**src/sv/rbbl_pkg.sv**
```systemverilog
// ----------------------------------------------------------------------------
// rbbl_pkg
// Types and constants shared by the blinking, breathing LED block.
// ----------------------------------------------------------------------------
package rbbl_pkg;

   // Register indexes on the CSR port
   localparam logic [1:0] CSR_BRIGHT_LOW     = 2'd0;
   localparam logic [1:0] CSR_BRIGHT_HIGH    = 2'd1;
   localparam logic [1:0] CSR_OPEN_GAP_FLOOR = 2'd2;

   // Galois LFSR taps and the brightness ramp step
   localparam logic [7:0] LFSR_TAPS = 8'hF0;
   localparam logic [7:0] LEVEL_STEP = 8'd2;

   // Reset values
   localparam logic [6:0] BRIGHT_LOW_RST     = 7'd16;
   localparam logic [7:0] BRIGHT_HIGH_RST    = 8'd128;
   localparam logic [5:0] OPEN_GAP_FLOOR_RST = 6'd32;
   localparam logic [7:0] NOISE_RST          = 8'd251;  // seed 23 advanced once
   localparam logic [7:0] BLINK_TIMER_RST    = 8'd55;   // (23 & 0x3F) | 32
   localparam logic [7:0] LEVEL_RST          = 8'd128;

   // Configuration registers
   typedef struct packed {
      logic [6:0] bright_low;
      logic [7:0] bright_high;
      logic [5:0] open_gap_floor;
   } cfg_type;

   // Animation state
   typedef struct packed {
      logic [7:0] noise;
      logic [7:0] blink_timer;
      logic       awake;
      logic [7:0] level;
      logic       rising;
   } anim_type;

   // One result
   typedef struct packed {
      logic [7:0] pwm_duty;
      logic       led_enable;
      logic       blink_event;
   } result_type;

   // One step of the Galois LFSR: shift right, fold taps in on a one out
   function automatic logic [7:0] lfsr_next(input logic [7:0] v);
      logic [7:0] s;
      s = {1'b0, v[7:1]};
      if (v[0]) begin
         s = s ^ LFSR_TAPS;
      end
      return s;
   endfunction

endpackage

```
**src/sv/rbbl_step.sv**
```systemverilog
// ----------------------------------------------------------------------------
// rbbl_step
// Next-state logic for one tick: blink timer, eye toggle, LFSR and ramp.
// ----------------------------------------------------------------------------
module rbbl_step
   import rbbl_pkg::*;
(
   input  cfg_type    cfg,
   input  anim_type   cur,
   input  logic       tick,
   output anim_type   nxt,
   output result_type res
);

   logic [7:0] timer_dec;
   logic [7:0] level_up;
   logic [7:0] level_dn;
   logic       toggle;

   assign timer_dec = cur.blink_timer - 8'd1;
   assign level_up  = cur.level + LEVEL_STEP;
   assign level_dn  = cur.level - LEVEL_STEP;
   assign toggle    = tick && (timer_dec == 8'd0);

   // Blink and ramp update
   always_comb begin
      nxt = cur;
      if (tick) begin
         nxt.blink_timer = timer_dec;
         if (toggle) begin
            if (cur.awake) begin
               // closing: short shut of one or two ticks
               nxt.awake       = 1'b0;
               nxt.blink_timer = {7'd0, cur.noise[0]} + 8'd1;
            end else begin
               // opening: random gap with a floor, then advance the noise
               nxt.awake       = 1'b1;
               nxt.blink_timer = {2'b00, cur.noise[5:0] | cfg.open_gap_floor};
               nxt.noise       = lfsr_next(cur.noise);
            end
         end else if (cur.rising) begin
            nxt.level = level_up;
            if (level_up >= cfg.bright_high) begin
               nxt.rising = 1'b0;
            end
         end else begin
            nxt.level = level_dn;
            if (level_dn <= {1'b0, cfg.bright_low}) begin
               nxt.rising = 1'b1;
            end
         end
      end
   end

   assign res.pwm_duty    = nxt.level;
   assign res.led_enable  = nxt.awake;
   assign res.blink_event = toggle;

endmodule

```
**src/sv/random_blink_breathing_led_top.sv**
```systemverilog
// ----------------------------------------------------------------------------
// random_blink_breathing_led_top
// Randomly blinking, breathing LED: one duty/enable result per request.
// ----------------------------------------------------------------------------
// Each request carries a timer tick flag and gives exactly one response
// carrying the PWM duty, the LED enable and a blink flag. A request is
// taken every cycle the response register is free or being drained, so the
// block sustains one tick per clock; the response is registered and
// appears in the cycle after the request is taken. The CSR port is always
// ready; writes to indexes past the last register are ignored. Registers
// should only be written while idle.
// ----------------------------------------------------------------------------
module random_blink_breathing_led_top
   import rbbl_pkg::*;
(
   input  logic       clock,
   input  logic       reset,
   // request channel
   input  logic       req_valid,
   output logic       req_ready,
   input  logic       req_tick,
   // response channel
   output logic       rsp_valid,
   input  logic       rsp_ready,
   output logic [7:0] rsp_pwm_duty,
   output logic       rsp_led_enable,
   output logic       rsp_blink_event,
   // configuration channel
   input  logic       csr_valid,
   output logic       csr_ready,
   input  logic [1:0] csr_index,
   input  logic [7:0] csr_wdata
);

   cfg_type    cfg_ff;
   anim_type   anim_ff;
   anim_type   anim_in;
   result_type res_ff;
   result_type res_in;
   logic       rsp_valid_ff;
   logic       req_take;

   assign csr_ready = 1'b1;
   assign req_ready = !rsp_valid_ff || rsp_ready;
   assign req_take  = req_valid && req_ready;

   // Configuration registers
   always_ff @(posedge clock) begin
      if (reset) begin
         cfg_ff.bright_low     <= BRIGHT_LOW_RST;
         cfg_ff.bright_high    <= BRIGHT_HIGH_RST;
         cfg_ff.open_gap_floor <= OPEN_GAP_FLOOR_RST;
      end else if (csr_valid) begin
         unique case (csr_index)
            CSR_BRIGHT_LOW:     cfg_ff.bright_low     <= csr_wdata[6:0];
            CSR_BRIGHT_HIGH:    cfg_ff.bright_high    <= csr_wdata;
            CSR_OPEN_GAP_FLOOR: cfg_ff.open_gap_floor <= csr_wdata[5:0];
            default: ;
         endcase
      end
   end

   // Per-tick update
   rbbl_step u_step (
      .cfg  (cfg_ff),
      .cur  (anim_ff),
      .tick (req_tick),
      .nxt  (anim_in),
      .res  (res_in)
   );

   // Animation state
   always_ff @(posedge clock) begin
      if (reset) begin
         anim_ff.noise       <= NOISE_RST;
         anim_ff.blink_timer <= BLINK_TIMER_RST;
         anim_ff.awake       <= 1'b1;
         anim_ff.level       <= LEVEL_RST;
         anim_ff.rising      <= 1'b0;
      end else if (req_take) begin
         anim_ff <= anim_in;
      end
   end

   // Response register
   always_ff @(posedge clock) begin
      if (reset) begin
         rsp_valid_ff <= 1'b0;
      end else if (req_ready) begin
         rsp_valid_ff <= req_valid;
      end
   end

   always_ff @(posedge clock) begin
      if (req_take) begin
         res_ff <= res_in;
      end
   end

   assign rsp_valid       = rsp_valid_ff;
   assign rsp_pwm_duty    = res_ff.pwm_duty;
   assign rsp_led_enable  = res_ff.led_enable;
   assign rsp_blink_event = res_ff.blink_event;

endmodule
```
**config.mk**
```make
export PLATFORM = sky130hd
export DESIGN_NAME = random_blink_breathing_led_top
export DESIGN_NICKNAME = d
export VERILOG_FILES = /design/src/sv/rbbl_pkg.sv /design/src/sv/rbbl_step.sv /design/src/sv/random_blink_breathing_led_top.sv
export SDC_FILE = /design/constraint.sdc
export NUM_CORES = 1
export LEC_CHECK = 0
export BUFFER_PORTS_ARGS = -buffer_cell sky130_fd_sc_hd__buf_2
export CORE_MARGIN = 2
export CORE_UTILIZATION = 28
export DETAILED_ROUTE_END_ITERATION = 6
export GPL_TIMING_DRIVEN = 0
export PLACE_DENSITY = 0.41
export SETUP_SLACK_MARGIN = 0.02
export SKIP_LAST_GASP = 1
export SLEW_MARGIN = 40
export SYNTH_ARGS = -nofsm -noshare
export SYNTH_HDL_FRONTEND = slang
export SYNTH_HIERARCHICAL = 1
export SYNTH_SLANG_ARGS = --single-unit
```
**constraint.sdc**
```tcl
create_clock -name clock -period 2.9 [get_ports clock]
set_input_delay 0 -clock clock [delete_from_list [all_inputs] [get_ports clock]]
set_output_delay 0 -clock clock [all_outputs]
set_load 0.03 [all_outputs]
```
==> impl_metrics.ini, run 1 <==
[outcome]
outcome = complete, no violations

[synthesis]
synth_area_per_cell_sq_um = 8.64
ys.flop_type = dfxtp_1
synth-seq-cells = 58
async_reset_ff_share_pct = 0
synthesis.nets = 437
syn_inst = 402
synth_edf_count = 10
synth_area_sq_mm = 0.00347
synth_seq_area_share_pct = 36.3
synth_cell_types = 46
yosysWarningCount = 6

[sta]
setup_violations = 0
slew_viol_final = 0
period_needed_ns = 2.77
tns_ns = 0
fin_ws_ns = 0.126
worstMarginPinSlew_ns = 0.580
slew_headroom_pct = 61.4
rsz0062_at_grt = false
finalCritPeriodShare_pct = 95.7
skew_ns = 0.00525
finalHoldViolCount = 0
max_freq_ghz = 0.360

[routing]
routed_wirelength_mm = 8.39
drtPass1Iterations = 4
wl_per_cell_um = 13.5
drcViolationCount = 0
drt_iter0_drc = 65
viasPerCell = 4.37
vias = 2712
final_antenna_net_count = 0

[floorplanning]
die_w_um = 115
fp.dieH_um = 115
core_sq_mm = 0.0121
die_area_sq_mm = 0.0133
row_count = 40
pin_count = 29
start_util_pct = 28.8

[grt]
antenna_found_initial = 0
grt_use_total_pct = 13.4
grt_max_degree = 20
grt_pass1_vias = 2709
gr-total-overflow = 0
grt_first_pass_wirelength_mm = 13.6

[layout]
fin_nets = 483
stdcell_count = 621
drive_above_1_share_pct = 20.3
layout_common_cells = nor2_1, dfxtp_1, buf_2
area_growth_pct = 21.3
utilization_pct = 34.9
antenna_cells = 0
final_common_cell = nor2_1

[pwr]
power.density_mw_per_mm2 = 564
fin_total_pwr_w = 0.00237
p_leak_nw = 1.70
ir_drop_mv = 0.206

[clocking]
clkSinkCount = 58
cts_htree_levels = 3
clkSlewWorstSetupHoldPaths_ns = 0.05
insertion_delay_ns = 0.33
cts_root_buffer = clkbuf_16
cts_buffer_depth = 2
numCtsBuffers = 9
cts_tree = built

[worst_setup_path]
worstPathRequired_ns = 3.09
arrival_ns = 2.96
critical_path.slowest_cell = or3_1
r2r_start = anim_ff[4]
crit_chain = clkbuf_1, or3_1, nor3_1, xor2_1, ha_1, nand4_1, o22ai_1, a31oi_1, nor4_1, a221o_1, nand3_1, a21oi_1
critical_path_class = flip-flop to flip-flop
r2r_cells = 12
cp-endpoint = anim_ff[0]
cpPeakStageDelay_ns = 0.45
r2r_end = anim_ff[0]
setup.worst_path.start = anim_ff[4]
r2r_slack_ns = 0.13
start_kind = flip-flop
end_kind = flip-flop
path_max_fanout = 7

[worst_hold_path]
hold_path_class = input port to flip-flop

[placement]
place_hpwl_mm = 6.14
gp_congestion = 0.756
place_inst = 595
io_buffers = 25
place_ws_ns = -0.118

[flow_run]
cap_violations = 0
-- metal layers --
| layer | global-route usage (%) | routed length, um |
|---|---|---|
| met1 | 18.1 | 4420 |
| met2 | 20.5 | 3560 |
| met3 | 2.53 | 255 |
| met4 | 6.67 | 165 |
| met5 | 0 | 0 |
-- synth_stat cells (5+ instances only) --
| library cell | n | area [sq um] |
|---|---|---|
| nor2_1 | 61 | 229 |
| xor2_1 | 15 | 131 |
| o21ai_0 | 12 | 60.1 |
| mux2i_1 | 29 | 290 |
| xnor2_1 | 11 | 96.3 |
| nor3_1 | 9 | 45.0 |
| buf_2 | 7 | 35.0 |
| mux2_2 | 5 | 56.3 |
| or3_1 | 5 | 31.3 |
| buf_4 | 12 | 90.1 |
| dfxtp_1 | 48 | 961 |
| inv_1 | 22 | 82.6 |
| ha_1 | 19 | 238 |
| edfxtp_1 | 10 | 300 |
| a21oi_1 | 28 | 140 |
| nand2_1 | 25 | 93.8 |
| a21bo_2 | 12 | 120 |
| clkbuf_1 | 16 | 60.1 |
| nand3_1 | 19 | 95.1 |
-- area by class of cell --
| class | count | area (sq um) |
|---|---|---|
| Buffer | 39 | 226 |
| Sequential cell | 58 | 1260 |
| Clock inverter | 2 | 10.0 |
| Multi-Input combinational cell | 283 | 1930 |
| Inverter | 22 | 82.6 |
| Tap cell | 168 | 210 |
| Fill cell | 1262 | 7850 |
| Clock buffer | 14 | 274 |
| Timing Repair Buffer | 35 | 220 |
-- registers in the layout (all words and copies together), names as in the netlist --
name             flops
rsp_blink_event      1
cfg_ff              21
anim_ff             26
rsp_valid            1
rsp_pwm_duty         8
rsp_led_enable       1
-- power breakdown --
| part | internal, W | switching (W) |
|---|---|---|
| clock | 0.000645 | 0.000369 |
| sequential | 0.000867 | 0.0000240 |
| combinational | 0.000204 | 0.000264 |
-- worst min path at each step --
stage | start | endpoint | slack, ns | cells after the start
finish | reset | cfg_ff[13] | 0.03 | 3
global route | reset | cfg_ff[13] | 0.09 | 3
CTS | reset | cfg_ff[13] | 0.02 | 3
detailed placement | csr_wdata[7] | cfg_ff[13] | 0.24 | 3
global placement | csr_wdata[7] | cfg_ff[13] | 0.23 | 3
floorplan | csr_wdata[7] | cfg_ff[13] | 0.13 | 2
-- cell families after synthesis --
group | count (synthesis) | share of synthesized area [%]
simple gates | 135 | 17.9
fa+ha+maj | 19 | 6.85
flops | 58 | 36.3
mux | 37 | 11.3
xor+xnor | 26 | 6.56
buf+inv | 61 | 8.90
other cells | 1 | 0.108
compound gates | 65 | 12.1
-- stage by stage --
step,instance area (sq um),hold slack [ns]
2_1_floorplan,3470,0.127
3_3_place_gp,3810,0.228
3_5_place_dp,3810,0.236
4_1_cts,4180,0.0197
5_1_grt,4210,0.0925
6_report,4210,0.0254
-- what timing repair did --
item                                   in CTS  in global routing
hold buffers                                8                  0
endpoints found under the hold margin      20                  0
setup endpoints to repair                  11                 22
gates resized for setup                     1                  6
setup buffers                               0                  2
-- critical path: cells and delay by family (launching register included) --
family | cells | cell delay, ns
and+or+nand+nor | 5 | 0.92
adders and majority gates | 1 | 0.31
DFF | 1 | 0.30
AOI/OAI and AO/OA | 4 | 0.63
buffers and inverters | 1 | 0.18
xor gates and xnor gates | 1 | 0.31
No activity file was read; power rests on OpenSTA's default activity.
==> run 2, diff against run 1 <==
Settings changed: ABC_AREA from default to 1, GPL_ROUTABILITY_DRIVEN from default to 0.
==> run 2 against run 1 <==
- sequential power increased by 5.3%
- worst hold slack improved by 0.00078 ns
- via count is 27% higher
- highest routed layer unchanged
- register-to-register slack gained 0.27 ns
- total power grew 5.9%
==> impl_metrics.ini, run 2 <==
[outcome]
outcome = complete, no violations

[synthesis]
ys.flop_type = dfxtp_1
synth_seq_area_share_pct = 33.0
synth_edf_count = 10
ys_top_cells_by_count = nand2_1, inv_1, nand3_1
synth_area_sq_mm = 0.00382
synth_area_per_cell_sq_um = 6.73
synth_cell_types = 34
async_reset_ff_share_pct = 0
syn_inst = 568
synth_top_area_cell = dfxtp_1
synth_area_leaders = dfxtp_1, nand2_1, nand3_1, edfxtp_1, inv_1
synth.most_common_cell = nand2_1
yosysWarningCount = 6
synthesis.nets = 603
yosys.area.top_type_share_pct = 25.1
synth-seq-cells = 58

[flow_run]
cap_violations = 0

[layout]
area_growth_pct = 18.6
stdcell_count = 794
design_area_sq_mm = 0.00454
top_register = anim_ff
drive_above_1_share_pct = 15.5
layout_common_cells = nand2_1, inv_1, nand3_1
fin_nets = 648
final_common_cell = nand2_1
largest_register_ffs = 26
antenna_cells = 0

[floorplanning]
fp.dieH_um = 121
die_area_sq_mm = 0.0146
core_sq_mm = 0.0133
row_count = 42
start_util_pct = 28.8
pin_count = 29
die_w_um = 121

[routing]
vias = 3457
drtPass1Iterations = 4
drt_iter0_drc = 218
routed_wirelength_mm = 10.2
viasPerCell = 4.35
wl_per_cell_um = 12.8
drcViolationCount = 0
final_antenna_net_count = 0

[clocking]
clkSlewWorstSetupHoldPaths_ns = 0.05
cts_root_buffer = clkbuf_16
cts_buffer_depth = 2
cts_htree_levels = 3
insertion_delay_ns = 0.34
numCtsBuffers = 9
clkSinkCount = 58
cts_tree = built

[worst_setup_path]
critical_path_class = flip-flop to flip-flop
arrival_ns = 2.74
r2r_slack_ns = 0.39
r2r_start = anim_ff[3]
worstPathRequired_ns = 3.13
cpPeakStageDelay_ns = 0.41
crit_chain = ha_1, nand3_1, nor3_1, xnor2_1, inv_1, ha_1, inv_1, nor3_1, nand4_1, nand4_1, nand3_1, nand2_1, nand2_1, inv_1, nand3_1, nand2_1, nor2_1
start_kind = flip-flop
critical_path.slowest_cell = dfxtp_1
setup.worst_path.start = anim_ff[3]
end_kind = flip-flop
cp-endpoint = anim_ff[0]
r2r_end = anim_ff[0]
path_max_fanout = 5
r2r_cells = 17

[pwr]
fin_total_pwr_w = 0.00251
p_leak_nw = 2.28
ir_drop_mv = 0.199
power.density_mw_per_mm2 = 554

[grt]
grt_first_pass_wirelength_mm = 16.8
antenna_found_initial = 0
gr-total-overflow = 0
grt_max_degree = 11
grt_pass1_vias = 3265
grt_use_total_pct = 15.1

[sta]
tns_ns = 0
worstMarginPinSlew_ns = 0.561
slew_headroom_pct = 62.6
skew_ns = 0.00936
finalCritPeriodShare_pct = 86.4
finalHoldViolCount = 0
rsz0062_at_grt = false
period_needed_ns = 2.51
slew_viol_final = 0
max_freq_ghz = 0.399
setup_violations = 0

[worst_hold_path]
min-delay-start = csr_valid
hold_path_class = input port to flip-flop
hold_path_depth = 4

[placement]
place_area_sq_mm = 0.00417
place_hpwl_mm = 7.60
place_inst = 769
io_buffers = 25
[run 2: cell types whose count changed after synthesis, sizes merged, moves of 8 or more]
cell,change
nand3,+49
nand2,+129
buf,+10
o21ai,+8
mux2,-8
mux2i,-29
nand4,+10
clkbuf,-11
inv,+62
a21bo,-12
[run 2: area by class of cell]
cell class,instances,area (sq um)
Multi-Input combinational cell,387,1980
Buffer,37,251
Inverter,85,324
Fill cell,1464,8760
Tap cell,176,220
Timing Repair Buffer,35,225
Clock buffer,10,239
Sequential cell,58,1260
Clock inverter,6,32.5
[run 2: where the power goes]
part | switching [W] | total (W) | leakage [nW] | internal (W)
sequential | 0.0000508 | 0.000938 | 0.494 | 0.000887
clock | 0.000402 | 0.000993 | 0.129 | 0.000591
combinational | 0.000354 | 0.000583 | 1.65 | 0.000229
total | 0.000806 | 0.00251 | 2.28 | 0.00171
[run 2: worst min-delay path by stage]
stage	end	slack [ns]
floorplan	rsp_valid	0.07
global placement	rsp_valid	0.25
detailed placement	rsp_valid	0.25
CTS	cfg_ff[20]	0.01
global route	cfg_ff[20]	0.06
finish	cfg_ff[14]	0.03
[run 2: cell families after synthesis]
kind of cell	share of synthesized area [%]
AOI/OAI and AO/OA	6.25
xor gates and xnor gates	4.06
adders and majority gates	6.22
buffers and inverters	15.1
DFF	33.0
other	0.0980
and+or+nand+nor	35.3
[run 2: timing repair]
action	4_1_cts	5_1_grt
buffers inserted	0	0
endpoints found under the hold margin	16	0
resized for setup	0	0
hold buffers	10	0
setup endpoints to repair	0	1
[run 2: layer usage]
metal / track usage, % / part of all wire, %
met4: 6.54 / 1.6
met2: 23.1 / 43
met1: 20.5 / 52
met3: 2.96 / 3.0
met5: 0 / 0
[run 2: stage by stage]
step                hold slack [ns]  utilization (%)  worst slack (ns)
finish                       0.0261             34.1             0.395
detailed placement            0.250             31.4             0.353
global placement              0.250             31.4             0.342
global route                 0.0568             34.1            0.0269
CTS                          0.0126             34.2             0.329
floorplan                    0.0691                -             0.671
[run 2: critical path, delay by kind of cell, from the launching register on]
kind	cells	cell delay (ns)
AND/OR/NAND/NOR	11	1.15
XOR/XNOR	1	0.17
buffers and inverters	3	0.16
adder cells (fa/ha/maj)	2	0.51
flip-flops	1	0.41
